## config.mk

```make
export PLATFORM = sky130hd
export DESIGN_NAME = quad_pair_edge_swap
export DESIGN_NICKNAME = d
export VERILOG_FILES = /design/src/sv/qpes_pkg.sv /design/src/sv/qpes_decode.sv /design/src/sv/quad_pair_edge_swap.sv
export SDC_FILE = /design/constraint.sdc
export NUM_CORES = 1
export LEC_CHECK = 0
export BUFFER_PORTS_ARGS = -buffer_cell sky130_fd_sc_hd__buf_2
export CORE_UTILIZATION = 44
export CTS_BUF_LIST = sky130_fd_sc_hd__clkbuf_4 sky130_fd_sc_hd__clkbuf_8
export DETAILED_ROUTE_END_ITERATION = 6
export GPL_TIMING_DRIVEN = 0
export HOLD_SLACK_MARGIN = 0.03
export PLACE_DENSITY = 0.75
export REMOVE_ABC_BUFFERS = 1
export SYNTH_ARGS = -nofsm -noshare
export SYNTH_HDL_FRONTEND = slang
export SYNTH_SLANG_ARGS = --single-unit
```

## constraint.sdc

```tcl
create_clock -name clk -period 17.4 [get_ports clk]
set_input_delay 1.74 -clock clk [delete_from_list [all_inputs] [get_ports clk]]
set_output_delay 1.74 -clock clk [all_outputs]
set_load 0.02 [all_outputs]
```

## src/sv/qpes_pkg.sv

```systemverilog
`timescale 1ns / 1ps

package qpes_pkg;

    // Width of one node id field on the stream ports
    localparam int ID_FIELD_BITS = 32;
    // Default compare width of a node id
    localparam int NODE_ID_BITS_DEF = 32;
    // Corners per quad and ids per word
    localparam int CORNERS = 4;
    localparam int IDS_PER_WORD = 2 * CORNERS;
    localparam int DATA_BITS = IDS_PER_WORD * ID_FIELD_BITS;
    localparam int MASK_BITS = CORNERS * CORNERS;

    // Match patterns for a single shared edge run in opposite directions:
    // entry 4a+b holds bit 4a+b and bit 4(a+1)+(b-1), indices mod 4.
    localparam logic [MASK_BITS-1:0] EDGE_PAT [MASK_BITS] = '{
        16'h0081, 16'h0012, 16'h0024, 16'h0048,
        16'h0810, 16'h0120, 16'h0240, 16'h0480,
        16'h8100, 16'h1200, 16'h2400, 16'h4800,
        16'h1008, 16'h2001, 16'h4002, 16'h8004
    };

    typedef logic [1:0] corner_t;

    // Decoded swap: hit flag and the matching corner of each quad
    typedef struct packed {
        logic    hit;
        corner_t a;
        corner_t b;
    } swap_sel_t;

endpackage

```

## src/sv/qpes_decode.sv

```systemverilog
`timescale 1ns / 1ps

module qpes_decode
    import qpes_pkg::*;
(
    input  logic [MASK_BITS-1:0] mask,
    output swap_sel_t            sel
);

    // Patterns are all distinct, so at most one entry can hit
    always_comb
    begin
        sel = '0;
        for (int i = 0; i < MASK_BITS; i++)
        begin
            if (mask == EDGE_PAT[i])
            begin
                sel.hit = 1'b1;
                sel.a   = corner_t'(i / CORNERS);
                sel.b   = corner_t'(i % CORNERS);
            end
        end
    end

endmodule

```

## src/sv/quad_pair_edge_swap.sv

```systemverilog
`timescale 1ns / 1ps

// Channel  Dir  tdata                                        tuser
// s_*      in   first_n0..3, second_n0..3 (32 b each)        orient
// m_*      out  new_first_n0..3, new_second_n0..3 (32 b)     swapped
//
// Three register stages: compare mask, pattern decode, ring select and
// output register. One word enters every cycle unless a stall fills them all.
// Reset clears only the stage valid bits. A stall on m_tready holds every
// full stage; empty stages still fill, so s_tready drops only when all
// three stages hold a word.

module quad_pair_edge_swap
    import qpes_pkg::*;
#(
    parameter int NODE_ID_BITS = NODE_ID_BITS_DEF
)
(
    input  logic                 clk,
    input  logic                 rst_n,
    input  logic                 s_tvalid,
    output logic                 s_tready,
    input  logic [DATA_BITS-1:0] s_tdata,   // first_n0..n3, second_n0..n3
    input  logic                 s_tuser,   // orient
    output logic                 m_tvalid,
    input  logic                 m_tready,
    output logic [DATA_BITS-1:0] m_tdata,   // new_first_n0..n3, new_second_n0..n3
    output logic                 m_tuser    // swapped
);

    localparam int IdW = (NODE_ID_BITS < ID_FIELD_BITS) ? NODE_ID_BITS : ID_FIELD_BITS;

    logic v1_reg, v2_reg, v3_reg;
    logic adv1, adv2, adv3;

    // Stage 1: ids and match mask
    logic [IdW-1:0]       id1_reg [IDS_PER_WORD];
    logic                 orient1_reg;
    logic [MASK_BITS-1:0] mask1_reg;
    logic [MASK_BITS-1:0] mask1_next;

    // Stage 2: ids and decoded swap
    logic [IdW-1:0] id2_reg [IDS_PER_WORD];
    logic           orient2_reg;
    swap_sel_t      sel2_reg;
    swap_sel_t      sel2_next;

    // Stage 3: output word
    logic [ID_FIELD_BITS-1:0] out3_reg  [IDS_PER_WORD];
    logic [ID_FIELD_BITS-1:0] out3_next [IDS_PER_WORD];
    logic                     swapped3_reg;

    logic [IdW-1:0] nd [6];

    assign adv3     = !v3_reg || m_tready;
    assign adv2     = !v2_reg || adv3;
    assign adv1     = !v1_reg || adv2;
    assign s_tready = adv1;
    assign m_tvalid = v3_reg;
    assign m_tuser  = swapped3_reg;

    always_comb
    begin
        for (int i = 0; i < IDS_PER_WORD; i++)
        begin
            m_tdata[i*ID_FIELD_BITS +: ID_FIELD_BITS] = out3_reg[i];
        end
    end

    always_ff @(posedge clk or negedge rst_n)
    begin
        if (!rst_n)
        begin
            v1_reg <= 1'b0;
            v2_reg <= 1'b0;
            v3_reg <= 1'b0;
        end
        else
        begin
            if (adv1)
            begin
                v1_reg <= s_tvalid;
            end
            if (adv2)
            begin
                v2_reg <= v1_reg;
            end
            if (adv3)
            begin
                v3_reg <= v2_reg;
            end
        end
    end

    // Bit 4a+b set when first[a] matches second[b]
    always_comb
    begin
        for (int a = 0; a < CORNERS; a++)
        begin
            for (int b = 0; b < CORNERS; b++)
            begin
                mask1_next[a*CORNERS + b] =
                    s_tdata[a*ID_FIELD_BITS +: IdW] ==
                    s_tdata[(CORNERS + b)*ID_FIELD_BITS +: IdW];
            end
        end
    end

    always_ff @(posedge clk)
    begin
        if (adv1 && s_tvalid)
        begin
            for (int i = 0; i < IDS_PER_WORD; i++)
            begin
                id1_reg[i] <= s_tdata[i*ID_FIELD_BITS +: IdW];
            end
            orient1_reg <= s_tuser;
            mask1_reg   <= mask1_next;
        end
    end

    qpes_decode u_decode
    (
        .mask (mask1_reg),
        .sel  (sel2_next)
    );

    always_ff @(posedge clk)
    begin
        if (adv2 && v1_reg)
        begin
            id2_reg     <= id1_reg;
            orient2_reg <= orient1_reg;
            sel2_reg    <= sel2_next;
        end
    end

    // Build the six-node ring, then pick the new pair by orientation
    always_comb
    begin
        nd[0] = id2_reg[{1'b0, sel2_reg.a}];
        nd[1] = id2_reg[{1'b1, corner_t'(sel2_reg.b + 2'd1)}];
        nd[2] = id2_reg[{1'b1, corner_t'(sel2_reg.b + 2'd2)}];
        nd[3] = id2_reg[{1'b0, corner_t'(sel2_reg.a + 2'd1)}];
        nd[4] = id2_reg[{1'b0, corner_t'(sel2_reg.a + 2'd2)}];
        nd[5] = id2_reg[{1'b0, corner_t'(sel2_reg.a + 2'd3)}];
        for (int i = 0; i < IDS_PER_WORD; i++)
        begin
            out3_next[i] = '0;
        end
        if (!sel2_reg.hit)
        begin
            for (int i = 0; i < IDS_PER_WORD; i++)
            begin
                out3_next[i][IdW-1:0] = id2_reg[i];
            end
        end
        else if (orient2_reg)
        begin
            out3_next[0][IdW-1:0] = nd[1];
            out3_next[1][IdW-1:0] = nd[2];
            out3_next[2][IdW-1:0] = nd[3];
            out3_next[3][IdW-1:0] = nd[4];
            out3_next[4][IdW-1:0] = nd[0];
            out3_next[5][IdW-1:0] = nd[1];
            out3_next[6][IdW-1:0] = nd[4];
            out3_next[7][IdW-1:0] = nd[5];
        end
        else
        begin
            out3_next[0][IdW-1:0] = nd[0];
            out3_next[1][IdW-1:0] = nd[1];
            out3_next[2][IdW-1:0] = nd[2];
            out3_next[3][IdW-1:0] = nd[5];
            out3_next[4][IdW-1:0] = nd[2];
            out3_next[5][IdW-1:0] = nd[3];
            out3_next[6][IdW-1:0] = nd[4];
            out3_next[7][IdW-1:0] = nd[5];
        end
    end

    always_ff @(posedge clk)
    begin
        if (adv3 && v2_reg)
        begin
            out3_reg     <= out3_next;
            swapped3_reg <= sel2_reg.hit;
        end
    end

endmodule
```

==> flow_metrics.py <==
metrics = {
    "logic_synthesis": {
        "synth_cells": 2779,
        "synthFlopType": "edfxtp_1",
        "ys_seq_area_frac": 0.6180,
        "syn_avg_cell_area_um2": 13.89,
        "synthArstFlopShare": 0.003774,
        "synth_cell_types": 40,
        "syn_area_mm2": 0.03861,
        "synth_seq_cells": 795,
        "yosysWarnings": 0,
        "synth_edf_count": 792,
    },
    "layout": {
        "multi_input_comb_area_mm2": 0.01422,
        "fin_nets": 3633,
        "drive_gt1_frac": 0.2775,
        "regArea_mm2": 0.02386,
        "fill_cells": 7159,
        "post-route-util": 0.5362,
        "areaGrowthSynthToFinish_pct": 20.68,
    },
    "worst_hold_path": {
        "hp-class": "register to register",
        "hp-start": "id1_reg[146]$_DFFE_PP_",
    },
    "run": {
        "cap_violations": 0,
    },
    "sta": {
        "period_share": 0.2316,
        "fmax_mhz": 248.2,
        "worst_pin_slew_ns": 1.265,
        "fin_crit_ns": 4.029,
        "rsz0062_at_grt": "no",
        "finalClockSkew_ns": 0.04731,
        "finalSetupViolations": 0,
        "hold_viol_final": 0,
        "setup_tns_ns": 0,
        "slew_headroom": 0.1489,
        "slew_violations": 0,
    },
    "global_routing": {
        "grt_pass1_vias": 25060,
        "grt_first_pass_wirelength_um": 180900,
        "antenna_found_initial": 18,
        "grt_usage": 0.2918,
        "grt_overflow": 0,
        "grt_max_degree": 74,
    },
    "worst_setup_path": {
        "rrSetupSlack_ns": 14.58,
        "worstSetupStartpointType": "input port",
        "end_kind": "output pin",
        "reg2reg_to": "m_tdata[254]$_DFFE_PP_",
        "crit_required_ns": 15.66,
        "endpoint": "s_tready",
        "path_max_fanout": 3,
        "crit_type": "input port to output pin",
        "crit_start": "m_tready",
        "crit_arrival_ns": 2.29,
        "reg2reg_depth": 8,
        "reg2reg_from": "sel2_reg[4]$_SDFFCE_PP1P_",
    },
    "detailed_routing": {
        "route.detailed.drc": 0,
        "wl_per_cell_um": 28.33,
        "viasPerCell": 5.687,
        "drt_pass1_iterations": 5,
        "vias": 26360,
        "routed_wl_um": 131300,
        "detail-route-antenna-nets": 0,
        "drtIter0Drc": 2458,
    },
    "floorplanning": {
        "start_util": 0.4443,
        "die_h_um": 298.2,
        "coreArea_mm2": 0.08689,
        "io_pins": 520,
        "die_w_um": 298.2,
        "rows": 108,
        "dieArea_mm2": 0.08893,
    },
    "power_and_ir_drop": {
        "power_density_mw_per_mm2": 109.4,
        "vdd_drop_max_mv": 0.09221,
        "leakagePower_nw": 17.46,
    },
    "clock_tree": {
        "cts_resized": 0,
        "cts_tree": "done",
        "clkLatencyLatePin_ns": 0.82,
        "cts_setup_buffers": 0,
        "path_clk_slew_ns": 0.06,
        "clk_path_buf_depth": 3,
        "ctsHtreeMaxLevel": 4,
        "ctsHoldBuffers": 0,
        "cts_buffers": 135,
        "cts_root_buffer": "clkbuf_8",
        "cts.sinks": 795,
    },
    "place": {
        "dp_hpwl_um": 103400,
        "gp_congestion": 1.004,
        "port_buffers": 519,
    },
    "status": {
        "status": "complete, no violations",
    },
}
==> logic make-up after synthesis <==
| group | synth area share |
|---|---|
| flip-flops | 0.6180 |
| AND/OR/NAND/NOR | 0.08235 |
| AO/OA/AOI/OAI | 0.04696 |
| XOR/XNOR | 0.1162 |
| buffers and inverters | 0.01394 |
| multiplexers | 0.1226 |
==> synthesized netlist by cell type (3+ instances only) <==
library cell  count  area share
dfrtp_1           3      0.0019
nor4_1          131       0.021
nand4_1          35      0.0057
mux2_2           96       0.028
nand2b_1         72       0.012
a21oi_1         264       0.034
clkbuf_1         86      0.0084
nor2_1          276       0.027
nand3_1           3     0.00039
nand2_1          39      0.0038
and2_1            5     0.00081
buf_2            25      0.0032
buf_1            12      0.0012
xor2_1          512        0.12
mux2i_1         221       0.057
or3_1             3     0.00049
a31oi_1          64       0.010
nand4b_1          6      0.0014
or4_1             4     0.00078
edfxtp_1        792        0.62
nor4b_1           5      0.0011
buf_4             5     0.00097
nor4bb_1          3     0.00078
nor2b_1          34      0.0055
mux4_2           64       0.037
nor3_1            3     0.00039
==> per-stage QoR <==
step	cell area [µm²]	std cells	power [mW]	worst slack, ns	hold WS [ns]
3_3_place_gp	42120	4325	3.484	4.974	0.4000
3_5_place_dp	43890	4390	3.437	13.38	0.4045
6_report	46590	4635	5.098	13.37	0.3785
2_1_floorplan	38080	2651	3.059	8.456	0.4003
4_1_cts	46580	4629	5.128	13.37	0.3864
5_1_grt	46580	4630	5.287	13.29	0.3852
==> how the worst min path moves through the flow <==
stage | to | slack (ns) | cells after the start
floorplan | id2_reg[0]$_DFFE_PP_ | 0.40 | 0
global placement | id2_reg[127]$_DFFE_PP_ | 0.40 | 0
detailed placement | id2_reg[103]$_DFFE_PP_ | 0.40 | 0
CTS | id2_reg[146]$_DFFE_PP_ | 0.39 | 0
global route | id2_reg[146]$_DFFE_PP_ | 0.39 | 0
finish | id2_reg[146]$_DFFE_PP_ | 0.38 | 0
==> cell type report <==
| cell class | count | share of cell area |
|---|---|---|
| multi-input combinational | 1854 | 0.3052 |
| clock inverter | 72 | 0.01233 |
| clock buffer | 167 | 0.04544 |
| tap | 1155 | 0.03102 |
| timing repair buffer | 584 | 0.09345 |
| inverter | 2 | 0.0002148 |
| antenna | 6 | 0.0003223 |
| sequential | 795 | 0.5121 |
==> cell usage in the layout, fill, tap and decap left out, types with 4 or more instances in the layout <==
| cell | n |
|---|---|
| a21oi_1 | 264 |
| a31oi_1 | 64 |
| buf_16 | 62 |
| buf_2 | 519 |
| bufinv_16 | 7 |
| clkbuf_4 | 29 |
| clkbuf_8 | 138 |
| clkinv_1 | 29 |
| clkinv_2 | 21 |
| diode_2 | 6 |
| edfxtp_1 | 792 |
| inv_6 | 6 |
| mux2_2 | 96 |
| mux2i_1 | 221 |
| mux4_2 | 64 |
| nand2_1 | 39 |
| nand2b_1 | 72 |
| nand4_1 | 35 |
| nand4b_1 | 6 |
| nor2_1 | 276 |
| nor2b_1 | 34 |
| nor4_1 | 131 |
| nor4b_1 | 5 |
| or4_1 | 4 |
| xor2_1 | 512 |
==> where the power goes <==
part	switching, mW	leakage [nW]	internal [mW]
registers	0.0851	7.66	2.35
logic	0.627	8.38	0.352
clock network	0.774	1.42	0.914
==> worst max-delay path: stages <==
cell and delay, ns:
buf_2 0.10, nor2b_1 0.14, nand3_1 0.13, buf_2 0.18
==> routing by layer <==
layer  global-route usage  routed length [µm]  vias to the layer above  part of all wire
li1                     -                   -                    11720                 -
met1               0.3824               53150                    13000              0.40
met2               0.4695               62010                     1341              0.47
met3              0.06264               10480                      279             0.080
met4               0.1225                5537                       18             0.042
met5                    0                 126                        -           0.00096
No activity file was read; power rests on OpenSTA's default activity.
